**src/sctpc_pkg.sv**
```systemverilog
package sctpc_pkg;

   // geometry
   localparam int NUM_SETS    = 128;
   localparam int NUM_WAYS    = 8;
   localparam int LINE_BYTES  = 32;
   localparam int ADDR_BITS   = 32;
   localparam int OFFSET_BITS = $clog2(LINE_BYTES);
   localparam int SET_BITS    = $clog2(NUM_SETS);
   localparam int WAY_BITS    = $clog2(NUM_WAYS);
   localparam int TAG_BITS    = ADDR_BITS - SET_BITS - OFFSET_BITS;
   localparam int PLRU_BITS   = NUM_WAYS - 1;
   localparam int PROC_BITS   = 3;

   // command queue depth between front and back
   localparam int QUEUE_DEPTH_DEF = 2;

   // action codes
   localparam logic [1:0] ACT_READ   = 2'd0;
   localparam logic [1:0] ACT_WRITE  = 2'd1;
   localparam logic [1:0] ACT_SNOOP  = 2'd2;

   // snooped request kinds
   localparam logic [1:0] SNP_NONE  = 2'd0;
   localparam logic [1:0] SNP_READ  = 2'd1;
   localparam logic [1:0] SNP_WRITE = 2'd2;
   localparam logic [1:0] SNP_RDX   = 2'd3;

   // bus request codes
   localparam logic [1:0] BUS_NONE  = 2'd0;
   localparam logic [1:0] BUS_READ  = 2'd1;
   localparam logic [1:0] BUS_RDX   = 2'd2;
   localparam logic [1:0] BUS_WRITE = 2'd3;

   typedef enum logic [1:0] {
      OP_NOP,
      OP_READ,
      OP_WRITE,
      OP_INVAL
   } op_type;

   typedef struct packed {
      logic [1:0]           action;
      logic [ADDR_BITS-1:0] address;
      logic [1:0]           snoop_kind;
      logic [PROC_BITS-1:0] source_processor;
   } req_type;

   typedef struct packed {
      logic                hit;
      logic [WAY_BITS-1:0] way;
      logic [1:0]          bus_request;
      logic                invalidated;
   } rsp_type;

   typedef struct packed {
      op_type              op;
      logic [SET_BITS-1:0] set_idx;
      logic [TAG_BITS-1:0] tag;
   } cmd_type;

   typedef struct packed {
      logic    valid;
      cmd_type cmd;
   } head_type;

   // one tag ram row: whole set
   typedef struct packed {
      logic [NUM_WAYS-1:0]               valid;
      logic [PLRU_BITS-1:0]              plru;
      logic [NUM_WAYS-1:0][TAG_BITS-1:0] tags;
   } row_type;

   // per-way masks that point the tree away from the touched way
   localparam logic [PLRU_BITS-1:0] TOUCH_OR [NUM_WAYS] = '{
      7'd11, 7'd3, 7'd17, 7'd1, 7'd36, 7'd4, 7'd64, 7'd0
   };
   localparam logic [PLRU_BITS-1:0] TOUCH_AND [NUM_WAYS] = '{
      7'd127, 7'd119, 7'd125, 7'd109, 7'd126, 7'd94, 7'd122, 7'd58
   };

   function automatic logic [PLRU_BITS-1:0] plru_touch(
      input logic [PLRU_BITS-1:0] t,
      input logic [WAY_BITS-1:0]  w
   );
      return (t | TOUCH_OR[w]) & TOUCH_AND[w];
   endfunction

   function automatic logic [WAY_BITS-1:0] plru_victim(input logic [PLRU_BITS-1:0] t);
      logic [WAY_BITS-1:0] v;
      v[2] = t[0];
      if (!t[0]) begin
         v[1] = t[1];
         v[0] = t[1] ? t[4] : t[3];
      end else begin
         v[1] = t[2];
         v[0] = t[2] ? t[6] : t[5];
      end
      return v;
   endfunction

endpackage

```
**src/sctpc_queue.sv**
```systemverilog
module sctpc_queue
   import sctpc_pkg::*;
#(
   parameter int DEPTH = QUEUE_DEPTH_DEF
) (
   input  logic     clock,
   input  logic     reset,
   input  logic     push_valid,
   input  cmd_type  push_cmd,
   output logic     full,
   input  logic     pop_en,
   output head_type head
);

   localparam int PTR_W = $clog2(DEPTH);
   localparam int CNT_W = $clog2(DEPTH + 1);

   cmd_type            entry_ff [DEPTH];
   logic [PTR_W-1:0]   wr_ptr_ff, wr_ptr_in;
   logic [PTR_W-1:0]   rd_ptr_ff, rd_ptr_in;
   logic [CNT_W-1:0]   count_ff, count_in;
   logic               push;
   logic               pop;

   assign full       = (count_ff == CNT_W'(DEPTH));
   assign head.valid = (count_ff != '0);
   assign head.cmd   = entry_ff[rd_ptr_ff];

   assign push = push_valid && !full;
   assign pop  = pop_en && head.valid;

   always_comb begin
      wr_ptr_in = wr_ptr_ff;
      rd_ptr_in = rd_ptr_ff;
      count_in  = count_ff;
      if (push) begin
         wr_ptr_in = (wr_ptr_ff == PTR_W'(DEPTH - 1)) ? '0 : wr_ptr_ff + 1'b1;
      end
      if (pop) begin
         rd_ptr_in = (rd_ptr_ff == PTR_W'(DEPTH - 1)) ? '0 : rd_ptr_ff + 1'b1;
      end
      if (push && !pop) begin
         count_in = count_ff + 1'b1;
      end else if (pop && !push) begin
         count_in = count_ff - 1'b1;
      end
   end

   always_ff @(posedge clock) begin
      if (reset) begin
         wr_ptr_ff <= '0;
         rd_ptr_ff <= '0;
         count_ff  <= '0;
      end else begin
         wr_ptr_ff <= wr_ptr_in;
         rd_ptr_ff <= rd_ptr_in;
         count_ff  <= count_in;
      end
   end

   always_ff @(posedge clock) begin
      if (push) begin
         entry_ff[wr_ptr_ff] <= push_cmd;
      end
   end

endmodule

```
**config.mk**
```make
export PLATFORM = sky130hd
export DESIGN_NAME = sctpc_queue
export DESIGN_NICKNAME = d
export VERILOG_FILES = /design/src/sctpc_pkg.sv /design/src/sctpc_queue.sv
export SDC_FILE = /design/constraint.sdc
export NUM_CORES = 1
export LEC_CHECK = 0
export BUFFER_PORTS_ARGS = -buffer_cell sky130_fd_sc_hd__buf_2
export CAP_MARGIN = 0
export CORE_ASPECT_RATIO = 2
export CORE_MARGIN = 3
export CORE_UTILIZATION = 35
export DETAILED_ROUTE_END_ITERATION = 10
export SYNTH_ARGS = -nofsm -noshare
export SYNTH_HDL_FRONTEND = slang
export SYNTH_SLANG_ARGS = --single-unit
```
**constraint.sdc**
```tcl
create_clock -name clock -period 3.1 [get_ports clock]
set_input_delay 0.775 -clock clock [delete_from_list [all_inputs] [get_ports clock]]
set_output_delay 0.775 -clock clock [all_outputs]
set_load 0.01 [all_outputs]
```
==> Word level (Yosys, flattened, before mapping) <==
Memory sizes are Yosys's and may differ from the RTL's. A register that Yosys moved wholly into a read port is not among the register bits.
Cells that the tools add are included.
{ "totals": {"register_bits": 4, "out_inout_bits": 31, "inputBits": 33, "n_memories": 1, "word_cells": 26, "mem_bits_rw": 58} }
{ "op_classes": {"n_reduce_logical": 9, "n_addsub": 4, "n_mux": 8, "n_eq_ne": 1} }
{ "memory_table": {"columns": ["name", "depth", "width", "read_ports", "rd_clocked_by_memory_dff", "wr", "line", "rtl"], "rows": [
  ["entry_ff", 2, 29, 1, 1, 1, "sctpc_queue.sv:18", "cmd_type entry_ff [DEPTH];"]
]} }
{ "ops": {"columns": ["cell", "count"], "rows": [
  ["two-way mux 1 bit", 6],
  ["logical AND 1 bit", 4],
  ["two-way mux 2 bit", 2],
  ["nonzero test 2 bit", 2],
  ["zero test 1 bit", 3],
  ["adder 1 bit, second input constant", 2],
  ["adder 2 x 1 -> 2 bit, second input constant", 1],
  ["== test 2 bit, second input constant", 1],
  ["subtractor 2 x 1 -> 2 bit, second input constant", 1]
]} }

==> Longest topological paths before layout <==
{ "depth": {"depth_word": 7, "mapped_depth": 6, "depth_no_buf": 6} }

==> Worst setup path after synthesis <==
Ideal clock, no wire load.
{ "synth_path": {"kind": "input port to flip-flop", "from": "input push_valid", "to": "memory entry_ff[0][0] (netlist name), enable pin", "required_ns": 2.716, "setup_time_ns": 0.384, "t_arrival_ns": 1.757, "stages": 3, "setup_slack_ns": 0.959, "n_path_buf": 0, "path_cell_list": "inv_1 or3_1 inv_1"} }
{ "synth_via": {"elab_chain_len": 3} }
{ "synth_lines": {"columns": ["element", "line", "rtl"], "rows": [
  ["from (decl)", "sctpc_queue.sv:8", "input logic push_valid,"],
  ["logical AND 1 bit", "sctpc_queue.sv:29", "assign push = push_valid && !full;"],
  ["two-way mux 1 bit", "sctpc_queue.sv:62", "if (push) begin"],
  ["two-way mux 1 bit (not written as such)", "sctpc_queue.sv:63", "entry_ff[wr_ptr_ff] <= push_cmd;"],
  ["to (decl)", "sctpc_queue.sv:18", null]
]} }
Every way passes these cells.

==> impl.org <==
** Cells and area
- After the last flow step, the layout net total stands at 223.
- Diodes inserted :: 0
- The count of cells in the finished layout, fillers not included, comes to 280.
- Layout overhead on the synthesized area :: 31.7%
- Core utilization of the finished layout :: 0.478
- Post-route standard cell area excluding fillers :: 3040 um^2
- Counting the fill cells in the layout gives 577.
- Most common cell after layout, fill and taps aside :: sky130_fd_sc_hd__buf_2
- Proportion of layout cells with a drive suffix above 1 :: 0.567
- Commonest cells after routing, fill and taps aside :: sky130_fd_sc_hd__buf_2 (63), sky130_fd_sc_hd__edfxtp_1 (58), sky130_fd_sc_hd__mux2_2 (29)

** Clocking
- Clock sink total :: 63
- In this run the clock root is driven by a sky130_fd_sc_hd__clkbuf_16.
- Post-CTS Setup Inserts :: 0
- Insertion delay of the later-clocked pin in the worst-skew pair :: 310 ps
- H-tree depth reported by CTS :: 3
- After clock tree synthesis, the clock-pin slew on the worst setup and hold paths is 50 ps.
- Number of buffers added by the clock tree synthesis step :: 9
- The number of hold buffers added after CTS was 0.
- CTS resizes :: 0
- TritonCTS built the clock tree.
- No sink is reached through more buffers than the 2 on the longest clock path.

** STA
- The worst path meets setup with 820 ps of slack.
- Slew @ Worst Pin :: 535 ps
- Final-report max-slew violation count :: 0
- Setup total negative slack on the finished layout was measured at 0 ps.
- Period utilisation layout :: 0.736
- Shortest clock period the worst path allows after layout :: 2280 ps
- Setup repair after global routing left no endpoint under its margin.
- Setup violations remaining at the end of the flow were counted as 0.
- The hold violation count in the final report was 0.
- Static timing analysis puts the maximum clock frequency at 439 MHz.
- Headroom to the max-slew limit came out at 0.643.
- Setup Skew :: 4.32 ps

** Floorplanning
- After floorplanning, the core was sized to cover 6360 um^2.
- The initialized floorplan defines 41 standard-cell rows.
- Die Outline Area :: 7660 um^2
- Initial Util :: 0.363
- During I/O placement, the number of pins put on the boundary was 64.
- Measured along the x axis, the die boundary spans 63.4 um.
- From bottom edge to top edge, the die measures 121 um.

** Global route
- Via count of the first global-routing pass :: 1341
- The global routing stage identified its most utilized layer as met2.
- The initial antenna violation count was 0.
- Met2 Usage GRT :: 0.210
- The first global-routing pass estimated 6400 um of wire.
- After global routing the overflow that remains totals 0.
- For this run, global-route usage on met3 was measured as 0.0454.
- Pin count of the biggest net entering global routing :: 30
- Combined global-route utilization of all metal layers :: 0.117
- Met1 routing resource usage after global routing :: 0.103

** Route
- Average via count per standard cell :: 4.34
- Overall routed net length :: 4170 um
- After detailed routing, the average wire length per cell comes to 14.9 um.
- For this run, the detailed router's first-pass iteration total came to 4.
- DRC marker count from the first detailed-route iteration :: 45
- For this run, design rule violations remaining after detail routing come to 0.
- The routed layout has 1215 vias.
- In this run the remaining antenna-violating nets after routing total 0.

** Synthesis
- Counting flops and latches in the post-synthesis netlist gives 63.
- After synthesis the cells add up to 2310 um^2.
- Each instance of the synthesized netlist takes up on average 20.1 um^2.
- In the synthesized netlist, the number of instances is 115.
- Counting distinct cell types in the post-synthesis netlist gives 15.
- Number of synthesis warnings :: 0
- Post-Syn Nets :: 149
- Part of the Yosys area used for sequential elements :: 0.798

** Critical path
- Maximum net fanout on the critical path :: 29
- Data on the critical path arrives at its endpoint at 1510 ps.
- CP Capture Type :: primary output
- The critical path in this run is classified as register to primary output.
- STA puts the critical path data required time at 2320 ps.
- The worst setup path is launched from a register.

** Run status
- Status :: finished, final reports clean

** Power and ir drop
- VDD sags by at most 0.389 mV.
- In this run the static leakage power is 1.16 nW.
- Power spread over the standard cell area amounts to 871 nW/um^2.

** Place
- Summing all placed instances gives a cell area of 2760 um^2.
- Port bufs :: 63
- At the end of routability-driven placement, the weighted congestion stood at 0.635.
- Prior to clock tree synthesis, the placed netlist has a worst setup slack of 920 ps.
- The number of placed instances, taps included, is 264.
- Final HPWL from detailed placement :: 3050 um

** Flow run
- The tool flagged a number of max-cap violations equal to 0.

** Min path
- Hold/Removal Path Class :: register to register
Yosys cell counts (all sizes together):
master	instances	share of area
buf	3	0.0087
xor2	3	0.011
or2	1	0.0027
a21oi	2	0.0043
nor2b	1	0.0038
dfxtp	5	0.043
or3	2	0.0054
edfxtp	58	0.75
o21ai	3	0.0065
nor2	4	0.0065
mux2	29	0.14
and2	1	0.0027
inv	2	0.0033
ha	1	0.0054
layer usage:
| metal | routed length, um | part of all wire |
|---|---|---|
| met4 | 121 | 0.029 |
| met5 | 0 | 0 |
| met3 | 266 | 0.064 |
| met1 | 1420 | 0.34 |
| met2 | 2350 | 0.57 |
sequential cells by signal, indices dropped and copies added, names as in the netlist, named ones only:
name       count
wr_ptr_ff      1
count_ff       2
rd_ptr_ff      1
entry_ff      58
critical path, cell delays in order (launching register included):
cell	delay, ps
sky130_fd_sc_hd__dfxtp_1	300
sky130_fd_sc_hd__buf_4	340
sky130_fd_sc_hd__mux2_2	400
sky130_fd_sc_hd__buf_2	140
metrics by stage:
stage	hold slack (ps)	power [mW]
2_1_floorplan	452	1.52
3_3_place_gp	481	1.73
3_5_place_dp	485	1.76
4_1_cts	492	2.69
5_1_grt	520	2.78
6_report	488	2.65
layout make-up:
cell class                 count  area, um^2  area share
inverter                       2        7.51     0.00247
sequential                    63        1840       0.606
clock inverter                 5        48.8      0.0160
clock buffer                  11         233      0.0765
tap                           86         108      0.0354
multi-input combinational     47         439       0.144
timing repair buffer          66         363       0.119
path summary, 6_finish.rpt:
kind / start / to / slack (ps) / depth (start not counted)
max reg2reg: count_ff[0]$_SDFFE_PP0P_ / entry_ff[0][21]$_DFFE_PP_ / 1370 / 4
min reg2reg: wr_ptr_ff$_SDFFE_PP0N_ / wr_ptr_ff$_SDFFE_PP0N_ / 490 / 2
min: wr_ptr_ff$_SDFFE_PP0N_ / wr_ptr_ff$_SDFFE_PP0N_ / 490 / 2
max: register / head[12] / 820 / 3
power by group:
group	leakage, nW	internal (mW)	total [mW]	switching, mW
combinational	0.440	0.297	0.619	0.321
sequential	0.583	1.07	1.11	0.0391
clock	0.141	0.613	0.918	0.305
cells by family (layout without fill, tap and decap cells):
family / count (synthesis) / after routing / synth area share
and+or+nand+nor: 9 / 9 / 0.0211
xor gates and xnor gates: 3 / 3 / 0.0114
adders and majority gates: 1 / 1 / 0.00542
DFF: 63 / 63 / 0.798
buffers and inverters: 5 / 84 / 0.0119
muxes: 29 / 29 / 0.141
AOI/OAI and AO/OA: 5 / 5 / 0.0108
Note: power is estimated with default switching activity, not from simulation.
