## config.mk

```make
export PLATFORM = sky130hd
export DESIGN_NAME = sctpc_front
export DESIGN_NICKNAME = d
export VERILOG_FILES = /design/src/sctpc_pkg.sv /design/src/sctpc_front.sv
export SDC_FILE = /design/constraint.sdc
export NUM_CORES = 1
export LEC_CHECK = 0
export BUFFER_PORTS_ARGS = -buffer_cell sky130_fd_sc_hd__buf_2
export CORE_MARGIN = 2
export CORE_UTILIZATION = 25
export CTS_CLUSTER_SIZE = 10
export DETAILED_ROUTE_END_ITERATION = 10
export GPL_TIMING_DRIVEN = 0
export PLACE_DENSITY = 0.93
export SYNTH_ARGS = -nofsm -noshare
export SYNTH_HDL_FRONTEND = slang
export SYNTH_SLANG_ARGS = --single-unit
```

## constraint.sdc

```tcl
create_clock -name clock -period 1.62 [get_ports clock]
set_clock_uncertainty 0.1 [all_clocks]
set_input_delay 0.081 -clock clock [delete_from_list [all_inputs] [get_ports clock]]
set_output_delay 0.081 -clock clock [all_outputs]
set_load 0.01 [all_outputs]
```

## src/sctpc_pkg.sv

```systemverilog
package sctpc_pkg;

   // geometry
   localparam int NUM_SETS    = 128;
   localparam int NUM_WAYS    = 8;
   localparam int LINE_BYTES  = 32;
   localparam int ADDR_BITS   = 32;
   localparam int OFFSET_BITS = $clog2(LINE_BYTES);
   localparam int SET_BITS    = $clog2(NUM_SETS);
   localparam int WAY_BITS    = $clog2(NUM_WAYS);
   localparam int TAG_BITS    = ADDR_BITS - SET_BITS - OFFSET_BITS;
   localparam int PLRU_BITS   = NUM_WAYS - 1;
   localparam int PROC_BITS   = 3;

   // command queue depth between front and back
   localparam int QUEUE_DEPTH_DEF = 2;

   // action codes
   localparam logic [1:0] ACT_READ   = 2'd0;
   localparam logic [1:0] ACT_WRITE  = 2'd1;
   localparam logic [1:0] ACT_SNOOP  = 2'd2;

   // snooped request kinds
   localparam logic [1:0] SNP_NONE  = 2'd0;
   localparam logic [1:0] SNP_READ  = 2'd1;
   localparam logic [1:0] SNP_WRITE = 2'd2;
   localparam logic [1:0] SNP_RDX   = 2'd3;

   // bus request codes
   localparam logic [1:0] BUS_NONE  = 2'd0;
   localparam logic [1:0] BUS_READ  = 2'd1;
   localparam logic [1:0] BUS_RDX   = 2'd2;
   localparam logic [1:0] BUS_WRITE = 2'd3;

   typedef enum logic [1:0] {
      OP_NOP,
      OP_READ,
      OP_WRITE,
      OP_INVAL
   } op_type;

   typedef struct packed {
      logic [1:0]           action;
      logic [ADDR_BITS-1:0] address;
      logic [1:0]           snoop_kind;
      logic [PROC_BITS-1:0] source_processor;
   } req_type;

   typedef struct packed {
      logic                hit;
      logic [WAY_BITS-1:0] way;
      logic [1:0]          bus_request;
      logic                invalidated;
   } rsp_type;

   typedef struct packed {
      op_type              op;
      logic [SET_BITS-1:0] set_idx;
      logic [TAG_BITS-1:0] tag;
   } cmd_type;

   typedef struct packed {
      logic    valid;
      cmd_type cmd;
   } head_type;

   // one tag ram row: whole set
   typedef struct packed {
      logic [NUM_WAYS-1:0]               valid;
      logic [PLRU_BITS-1:0]              plru;
      logic [NUM_WAYS-1:0][TAG_BITS-1:0] tags;
   } row_type;

   // per-way masks that point the tree away from the touched way
   localparam logic [PLRU_BITS-1:0] TOUCH_OR [NUM_WAYS] = '{
      7'd11, 7'd3, 7'd17, 7'd1, 7'd36, 7'd4, 7'd64, 7'd0
   };
   localparam logic [PLRU_BITS-1:0] TOUCH_AND [NUM_WAYS] = '{
      7'd127, 7'd119, 7'd125, 7'd109, 7'd126, 7'd94, 7'd122, 7'd58
   };

   function automatic logic [PLRU_BITS-1:0] plru_touch(
      input logic [PLRU_BITS-1:0] t,
      input logic [WAY_BITS-1:0]  w
   );
      return (t | TOUCH_OR[w]) & TOUCH_AND[w];
   endfunction

   function automatic logic [WAY_BITS-1:0] plru_victim(input logic [PLRU_BITS-1:0] t);
      logic [WAY_BITS-1:0] v;
      v[2] = t[0];
      if (!t[0]) begin
         v[1] = t[1];
         v[0] = t[1] ? t[4] : t[3];
      end else begin
         v[1] = t[2];
         v[0] = t[2] ? t[6] : t[5];
      end
      return v;
   endfunction

endpackage

```

## src/sctpc_front.sv

```systemverilog
module sctpc_front
   import sctpc_pkg::*;
(
   input  logic                 clock,
   input  logic                 reset,
   input  logic                 csr_wr_en,
   input  logic [PROC_BITS-1:0] csr_wr_data,
   input  req_type              req_data,
   output cmd_type              cmd
);

   logic [PROC_BITS-1:0] own_id_ff;
   logic [PROC_BITS-1:0] own_id_in;

   assign own_id_in = csr_wr_en ? csr_wr_data : own_id_ff;

   always_ff @(posedge clock) begin
      if (reset) begin
         own_id_ff <= '0;
      end else begin
         own_id_ff <= own_id_in;
      end
   end

   // classify the beat into the operation the back end performs
   always_comb begin
      cmd.set_idx = req_data.address[OFFSET_BITS +: SET_BITS];
      cmd.tag     = req_data.address[OFFSET_BITS+SET_BITS +: TAG_BITS];
      case (req_data.action)
         ACT_READ:  cmd.op = OP_READ;
         ACT_WRITE: cmd.op = OP_WRITE;
         ACT_SNOOP: begin
            if ((req_data.snoop_kind inside {SNP_WRITE, SNP_RDX})
                  && (req_data.source_processor != own_id_ff)) begin
               cmd.op = OP_INVAL;
            end else begin
               cmd.op = OP_NOP;
            end
         end
         default:   cmd.op = OP_NOP;
      endcase
   end

endmodule

```

-- Yosys cells after proc, flatten, opt, wreduce, memory -nomap -nowiden
Index checks and enable logic that the tools add are counted.
- add/sub/neg operators: 0
- multiply operators: 0
- divide/modulo/power cells: 0
- $lt $le $gt $ge: 0
- equality and inequality tests: 5
- shifts and indexed selects: 0
- mux-type cells: 2
- bitwise gates (word level): 0
- reduce and logical (&&, ||, !) cells: 3
- operator list (kind ; count):
    $eq 2x2->1 const B ; 3
    $pmux 2 s3 ; 1
    $ne 3x3->1 ; 1
    $eq 2x1->1 const B ; 1
    $logic_not 2->1 ; 1
    $mux 2 ; 1
    $reduce_bool 2->1 ; 1
    $logic_and 1x1->1 ; 1
- register bits after elaboration: 3
- bits in latches: 0
- bits in writable memories: 0
- bits in read-only memories: 0
- output and inout bits: 29
- memories: 0

-- Longest topological paths before layout
Gate-level depths: netlist of the first run.
- depth in word-level cells: 5
- mapped depth: 3
- depth with buffers taken out: 3

-- Least setup slack after synthesis of the first run
Ideal clock, no wire load.
- path type: flip-flop to output port
- start point: reg own_id_ff[1]
- end point: out cmd[28] (netlist name)
- arrival: 0.848 ns
- required time: 1.439 ns
- slack: 0.591 ns
- stages on the path, launching flop included: 4
- path buffers: 0
- cell sequence: dfxtp_1 -> xor2_1 -> o31ai_2 -> o21ai_1
- RTL lines (item ; line ; RTL):
    start, declared ; sctpc_front.sv:12 ; logic [PROC_BITS-1:0] own_id_ff;
    start signal, assigned ; sctpc_front.sv:21 ; own_id_ff <= own_id_in;
    end, declared ; sctpc_front.sv:9 ; output cmd_type cmd

==> results of run 1 <==
area by class of cell:
type / count / share of cell area, %
Timing Repair Buffer: 43 / 35.9
Buffer: 27 / 31.6
Multi-Input combinational cell: 14 / 16.0
Sequential cell: 3 / 9.38
Clock buffer: 4 / 4.10
Tap cell: 15 / 2.93
per-layer routing:
layer	global-route usage (%)	wire, um	vias to the layer above
li1	-	-	206
met3	4.31	146	0
met4	5.63	0	0
met2	16.6	453	35
met5	0	0	-
met1	12.3	302	170
metrics by stage:
step                      total power [mW]  util (%)
after floorplan                      0.171         -
after global placement               0.223      43.8
after detailed placement             0.225      43.8
after CTS                            0.363      48.0
after global routing                 0.386      48.0
final                                0.354      48.0
where the power goes:
group / total [mW] / internal (mW) / leakage [nW] / switching, mW
registers: 0.0822 / 0.0788 / 0.0248 / 0.00338
clock network: 0.126 / 0.0920 / 0.0150 / 0.0345
logic: 0.146 / 0.0911 / 0.353 / 0.0546
synthesized netlist by cell type:
cell type,number,area (sq um)
buf_4,27,203
dfxtp_1,3,60.1
mux2i_1,3,30.0
nor2_1,3,11.3
xor2_1,3,26.3
nand2b_1,2,12.5
a21oi_1,1,5.00
o21ai_1,1,5.00
o31ai_2,1,12.5
kinds of logic after synthesis:
logic type / Yosys count / synth area share, %
XOR/XNOR: 3 / 7.19
multiplexers: 3 / 8.22
buffers and inverters: 27 / 55.5
flip-flops: 3 / 16.4
AO/OA/AOI/OAI: 3 / 6.16
AND/OR/NAND/NOR: 5 / 6.51
final timing paths:
path	to	slack (ns)	from	depth (start not counted)
worst min-delay path	own_id_ff[2]	0.005	csr_wr_data[2]	3
worst max-delay path	cmd[28]	0.22	own_id_ff[1]	4
worst max register to register	own_id_ff[1]	0.37	own_id_ff[1]	3
worst min register to register	own_id_ff[0]	0.43	own_id_ff[0]	2
what timing repair did:
action,4_1_cts,5_1_grt
hold buffers,3,0
endpoints found under the setup margin,0,0
hold endpoints to repair,3,0
worst max-delay path: stages (launching register included):
cell	delay (ns)
dfxtp_1	0.31
xor2_1	0.17
o31ai_2	0.28
o21ai_1	0.09
buf_2	0.14
==> flow_metrics.env, run 1 <==
export IMPL_fp_row_count=13
export IMPL_seqCellArea_sq_um=60.1
export IMPL_drv_slew=0
export IMPL_drt_iter0_markers=5
export IMPL_wl_per_cell_um=8.51
export IMPL_drive_above_1_share_pct=78.0
export IMPL_hold_viol=0
export IMPL_vias=411
export IMPL_clock_sinks=3
export IMPL_critical_path_required_ns=1.44
export IMPL_multi_input_area_sq_um=103
export IMPL_cts_clk_slew_worst_paths_ns=0.04
export IMPL_fin_crit_ns=1.40
export IMPL_mostFrequentLayoutCells="buf_2 (40), buf_4 (27)"
export IMPL_fillers=141
export IMPL_pin_count=74
export IMPL_rsz0062_at_grt="false"
export IMPL_endpoint_kind="output port"
export IMPL_maxCapViolCount=0
export IMPL_synth_warnings=0
export IMPL_largest_register_ffs=3
export IMPL_setup_tns_ns=0
export IMPL_hold_path_class="in2reg"
export IMPL_tritoncts="done"
export IMPL_power_leakage_nw=0.393
export IMPL_track_usage_pct=10.6
export IMPL_synth_area_sq_um=365
export IMPL_cp_max_fo=2
export IMPL_cts_htree_levels=1
export IMPL_cts_root_buf="clkbuf_4"
export IMPL_irDropWorstVdd_v=0.000427
export IMPL_crit_arrival_ns=1.22
export IMPL_firstDrtPassIters=4
export IMPL_port_buffers=40
export IMPL_die_area_sq_um=1780
export IMPL_mappedNetlistNets=89
export IMPL_yosysUniqueCellTypes=9
export IMPL_place_area_sq_um=584
export IMPL_finalNetCount=137
export IMPL_dpl_cell_count=99
export IMPL_post_cts_setup_buffer_count=0
export IMPL_overflow=0
export IMPL_via_per_inst=3.88
export IMPL_syn_avg_cell_area_sq_um=8.30
export IMPL_relSlewSlack_pct=84.8
export IMPL_fp_dieW_um=42.2
export IMPL_syn_inst=44
export IMPL_pwr_density_cell_nw_per_um2=553
export IMPL_cts_resized=0
export IMPL_coreArea_sq_um=1330
export IMPL_grt_pass1_vias=350
export IMPL_setup_slack_ns=0.223
export IMPL_crit_type="reg2out"
export IMPL_drc=0
export IMPL_final_common_cell="buf_2"
export IMPL_grt_pass1_wl_mm=1.44
export IMPL_seq_area_frac_synth_pct=16.4
export IMPL_top_regs="own_id_ff (3)"
export IMPL_fmax_mhz=716
export IMPL_place_ws_ns=0.456
export IMPL_regMostFlops="own_id_ff"
export IMPL_status="finished, final reports clean"
export IMPL_ys_ff_latch=3
export IMPL_finalSetupViolCount=0
export IMPL_clock_latency_ns=0.22
export IMPL_worst_pin_slew_ns=0.226
export IMPL_die_y_um=42.2
export IMPL_diodes=0
export IMPL_area_delta_synth_final_pct=75.3
export IMPL_instances_no_fill=106
export IMPL_holdWs_ns=0.00491
export IMPL_fin_crit_sh_pct=86.2
export IMPL_wl_um=902
export IMPL_cts_buffers=3
export IMPL_grt_start_max_net_pins=4
export IMPL_start_util_pct=27.4
export IMPL_start_kind="flop"
export IMPL_gp_congestion=0.578
export IMPL_drt_antenna_violating_nets=0
export IMPL_final_area_sq_um=641
export IMPL_antenna_found_initial=0
export IMPL_clk_path_buf_depth=2
Power figures use the tool's default switching activity.
==> inputs of run 2 (changes only) <==
SETUP_SLACK_MARGIN = 0.4   (was not set)
==> run 2 against run 1 <==
  * First-iteration DRC count is the same
  * Worst setup slack gained 0.027 ns
  * Count of clock-buffer cells in the layout is the same
  * Clock power is essentially flat
  * Critical path depth is the same
  * Combinational power is essentially flat
  * Global-route usage grew 0.17 points
  * Power grew 0.78%
  * Wire length grew 2.5%
  * Sequential share of layout area grew 0.41 points
  * Die area is the same
  * Critical endpoint unchanged
==> flow_metrics.env, run 2 (synthesis gave the netlist of run 1 again) <==
export IMPL_wl_um=925
export IMPL_relSlewSlack_pct=85.1
export IMPL_overflow=0
export IMPL_port_buffers=40
export IMPL_seq_power_share_pct=23.3
export IMPL_pwr_density_cell_nw_per_um2=548
export IMPL_drt_antenna_violating_nets=0
export IMPL_final_common_cell="buf_2"
export IMPL_fp_row_count=13
export IMPL_place_ws_ns=0.456
export IMPL_via_per_inst=3.84
export IMPL_area_delta_synth_final_pct=78.4
export IMPL_track_usage_pct=10.8
export IMPL_instances_no_fill=107
export IMPL_fp_dieW_um=42.2
export IMPL_start_util_pct=27.4
export IMPL_cts_root_buf="clkbuf_4"
export IMPL_fin_crit_sh_pct=84.6
export IMPL_worst_pin_slew_ns=0.223
export IMPL_clk_path_buf_depth=2
export IMPL_cts_buffers=3
export IMPL_power_leakage_nw=0.396
export IMPL_dpl_cell_count=99
export IMPL_ff2ff_setup_slack_ns=0.80
export IMPL_firstDrtPassIters=3
export IMPL_fmax_mhz=730
export IMPL_tritoncts="done"
export IMPL_pin_count=74
export IMPL_rsz0062_at_grt="true"
export IMPL_start_kind="flop"
export IMPL_finalNetCount=138
export IMPL_hold_viol=0
export IMPL_r2r_end="own_id_ff[2]"
export IMPL_place_area_sq_um=584
export IMPL_crit_arrival_ns=1.19
export IMPL_p_comb_share_pct=41.4
export IMPL_finalSetupViolCount=0
export IMPL_antenna_found_initial=0
export IMPL_vias=411
export IMPL_intPower_uw=264
export IMPL_drive_above_1_share_pct=81.5
export IMPL_coreArea_sq_um=1330
export IMPL_endpoint_kind="output port"
export IMPL_timing_rr_start="own_id_ff[2]"
export IMPL_maxCapViolCount=0
export IMPL_grt_start_max_net_pins=4
export IMPL_largest_register_ffs=3
export IMPL_regMostFlops="own_id_ff"
export IMPL_die_y_um=42.2
export IMPL_grt_pass1_vias=346
export IMPL_setup_tns_ns=0
export IMPL_pwr_share_clk_pct=35.4
export IMPL_p_sw_share_pct=26.0
export IMPL_r2r_cells=3
export IMPL_critical_path_required_ns=1.44
export IMPL_hold_start="csr_wr_data[2]"
export IMPL_cts_htree_levels=1
export IMPL_gp_congestion=0.578
export IMPL_setup_slack_ns=0.250
export IMPL_fin_crit_ns=1.37
export IMPL_crit_type="reg2out"
export IMPL_cts_clk_slew_worst_paths_ns=0.04
export IMPL_hold_depth=3
export IMPL_whs_endpoint="own_id_ff[2]"
export IMPL_hold_path_class="in2reg"
export IMPL_drv_slew=0
export IMPL_switchingPower_uw=92.8
export IMPL_top_regs="own_id_ff (3)"
export IMPL_status="finished, final reports clean"
export IMPL_fin_util_pct=48.9
export IMPL_clock_latency_ns=0.22
export IMPL_diodes=0
export IMPL_grt_pass1_wl_mm=1.46
export IMPL_wl_per_cell_um=8.64
export IMPL_drc=0
export IMPL_cp_max_fo=2
export IMPL_mostFrequentLayoutCells="buf_2 (40), buf_4 (28)"
export IMPL_drt_iter0_markers=5
export IMPL_clock_sinks=3
export IMPL_final_area_sq_um=652
export IMPL_die_area_sq_um=1780
export IMPL_irDropWorstVdd_v=0.000358
[run 2: changes by cell type in the layout (fill, tap and decap cells not counted), sizes merged]
cell,change
buf,+1
[run 2: power by group through the flow]
stage | Sequential (mW) | Combinational, mW | Clock (mW)
final | 0.0831 | 0.148 | 0.126
after global routing | 0.0834 | 0.161 | 0.144
after CTS | 0.0827 | 0.150 | 0.133
after detailed placement | 0.0835 | 0.142 | 0
after global placement | 0.0836 | 0.139 | 0
after floorplan | 0.0822 | 0.0892 | 0
[run 2: cell type report]
class	count	area, sq um
sequential	3	63.8
timing repair buffer	44	238
fill	141	682
tap	15	18.8
clock buffer	4	26.3
buffer	27	203
multi-input combinational	14	103
[run 2: stage by stage]
step                hold slack, ns  total power, mW
global placement             0.167            0.223
global route                0.0278            0.388
floorplan                   0.0534            0.171
detailed placement           0.173            0.225
finish                     0.00687            0.357
CTS                        0.00717            0.365
[run 2: repair_timing]
action                                  CTS  global route
endpoints found under the setup margin    2             2
buffers inserted                          1             0
hold buffers                              3             0
endpoints found under the hold margin     3             0
pin swaps                                 5             3
gates resized for setup                   2             1
[run 2: routing by layer]
metal	vias to the layer above	GRT usage [%]	wire, um
li1	208	-	-
met1	168	12.2	295
met2	35	17.2	488
met3	0	4.31	141
met4	0	5.63	0
met5	-	0	0
[run 2: worst max-delay path by stage]
stage / end / start / cells after the start / slack [ns]
global placement: cmd[27] / own_id_ff[1] / 4 / 0.47
CTS: cmd[27] / own_id_ff[2] / 4 / 0.23
global route: cmd[28] / own_id_ff[1] / 4 / 0.17
detailed placement: cmd[28] / own_id_ff[1] / 4 / 0.46
finish: cmd[28] / own_id_ff[1] / 4 / 0.25
floorplan: cmd[28] / own_id_ff[1] / 3 / 0.59
[run 2: critical path: stages (launching register included)]
cell and delay (ns):
dfxtp_2 0.32, xor2_1 0.14, o31ai_2 0.27, o21ai_1 0.09, buf_2 0.14
==> inputs of run 3 (changes only) <==
CORE_UTILIZATION = 24   (was 25)
PLACE_DENSITY = 0.9   (was 0.93)
clock period = 1.3 ns   (was 1.62 ns; I/O delays follow)
==> run 3 against run 2 <==
  * The run now ends with setup timing left
  * Sequential power up 26%
  * Count of clock-buffer cells in the layout stayed put
  * Power rose by 30%
  * Final cell count unchanged
==> flow_metrics.env, run 3 (synthesis gave the netlist of run 1 again) <==
export IMPL_status="complete, but fails checks"
export IMPL_violations="setup timing"
export IMPL_diodes=0
export IMPL_grt_pass1_vias=353
export IMPL_drt_iter0_markers=3
export IMPL_crit_arrival_ns=1.22
export IMPL_hold_viol=0
export IMPL_drc=0
export IMPL_crit_type="reg2out"
export IMPL_clk_path_buf_depth=2
export IMPL_fin_crit_ns=1.38
export IMPL_fin_util_pct=46.3
export IMPL_p_comb_share_pct=42.7
export IMPL_maxCapViolCount=0
export IMPL_place_area_sq_um=586
export IMPL_final_common_cell="buf_2"
export IMPL_intPower_uw=333
export IMPL_cts_clk_slew_worst_paths_ns=0.04
export IMPL_gp_congestion=0.578
export IMPL_coreArea_sq_um=1470
export IMPL_seq_power_share_pct=22.6
export IMPL_worst_pin_slew_ns=0.231
export IMPL_mostFrequentLayoutCells="buf_2 (40), buf_4 (27)"
export IMPL_relSlewSlack_pct=84.6
export IMPL_rsz0062_at_grt="true"
export IMPL_cts_htree_levels=1
export IMPL_drive_above_1_share_pct=84.6
export IMPL_cp_max_fo=2
export IMPL_wl_met2_um=593
export IMPL_drt_antenna_violating_nets=0
export IMPL_power_leakage_nw=0.403
export IMPL_critical_path_required_ns=1.13
export IMPL_cts_root_buf="clkbuf_4"
export IMPL_p_sw_share_pct=28.1
export IMPL_grt_pass1_wl_mm=1.42
export IMPL_dr_wl_met3_um=144
export IMPL_cts_buffers=3
export IMPL_track_usage_pct=11.0
export IMPL_regMostFlops="own_id_ff"
export IMPL_pwr_share_clk_pct=34.7
export IMPL_overflow=0
export IMPL_via_per_inst=3.95
export IMPL_die_area_sq_um=1850
export IMPL_pwr_density_cell_nw_per_um2=680
export IMPL_fmax_mhz=723
export IMPL_wl_per_cell_um=9.45
export IMPL_instances_no_fill=107
export IMPL_power_total_uw=464
export IMPL_final_area_sq_um=682
export IMPL_start_util_pct=24.8
export IMPL_clock_latency_ns=0.23
export IMPL_wl_mm=1.01
export IMPL_top_layer="met4"
export IMPL_irDropWorstVdd_v=0.000201
export IMPL_switchingPower_uw=130
export IMPL_endpoint_kind="output port"
export IMPL_die_y_um=43.0
export IMPL_port_buffers=40
export IMPL_pin_count=74
export IMPL_fin_crit_sh_pct=106
export IMPL_dpl_cell_count=100
export IMPL_finalNetCount=137
export IMPL_clock_sinks=3
export IMPL_start_kind="flop"
export IMPL_setup_slack_ns=-0.0840
export IMPL_drv_slew=0
export IMPL_finalSetupViolCount=2
export IMPL_tritoncts="done"
export IMPL_antenna_found_initial=0
export IMPL_fp_dieW_um=43.0
export IMPL_hold_path_class="in2reg"
export IMPL_fp_row_count=14
export IMPL_top_regs="own_id_ff (3)"
export IMPL_area_delta_synth_final_pct=86.6
export IMPL_vias=423
export IMPL_grt_start_max_net_pins=4
export IMPL_largest_register_ffs=3
export IMPL_wl_met1_um=263
export IMPL_firstDrtPassIters=4
-- run 3: changes by cell type in the layout (fill, tap and decap cells not counted), sizes merged --
cell,before,now
dlymetal6s4s,0,1
dlygate4sd3,3,2
buf,68,67
-- run 3: final cells by class --
type                            count  area [sq um]
Buffer                             27           203
Fill cell                         140           790
Timing Repair Buffer               43           233
Tap cell                           16          20.0
Sequential cell                     3          62.6
Multi-Input combinational cell     14           138
Clock buffer                        4          26.3
-- run 3: what timing repair did --
item | 4_1_cts | 5_1_grt
endpoints found under the setup margin | 2 | 3
buffers inserted | 0 | 0
gates resized for setup | 2 | 6
hold buffers | 3 | 0
endpoints found under the hold margin | 3 | 0
pin swaps | 4 | 5
-- run 3: routing by layer --
metal	global-route usage (%)	up-vias
li1	-	204
met1	8.21	186
met2	21.2	31
met3	6.81	2
met4	5.45	0
met5	0	-
-- run 3: final timing paths --
kind / start / end / slack, ns / cells past startpoint
setup / recovery: own_id_ff[0] / cmd[27] / -0.08 / 4
hold / removal: csr_wr_data[0] / own_id_ff[0] / 0.01 / 3
setup reg to reg: own_id_ff[0] / own_id_ff[0] / 0.55 / 2
hold reg to reg: own_id_ff[2] / own_id_ff[2] / 0.42 / 2
-- run 3: worst max-delay path, stage by stage (launching register included) --
cell and delay [ns]:
dfxtp_2 0.32, xor2_2 0.15, o31ai_4 0.29, a21oi_2 0.08, buf_2 0.14
-- run 3: power groups by stage --
stage | clock network (mW) | registers (mW) | logic, mW
2_1_floorplan | 0 | 0.102 | 0.111
3_3_place_gp | 0 | 0.103 | 0.174
3_5_place_dp | 0 | 0.104 | 0.180
4_1_cts | 0.169 | 0.103 | 0.189
5_1_grt | 0.181 | 0.105 | 0.215
6_report | 0.161 | 0.105 | 0.198
-- run 3: per-stage QoR --
stage	hold slack, ns	worst slack, ns	setup TNS, ns
final	0.0142	-0.0840	-0.165
after global routing	0.0124	-0.160	-0.300
after CTS	-0.00448	-0.156	-0.298
after detailed placement	0.168	0.0808	0
after global placement	0.153	0.181	0
after floorplan	0.0374	0.288	0
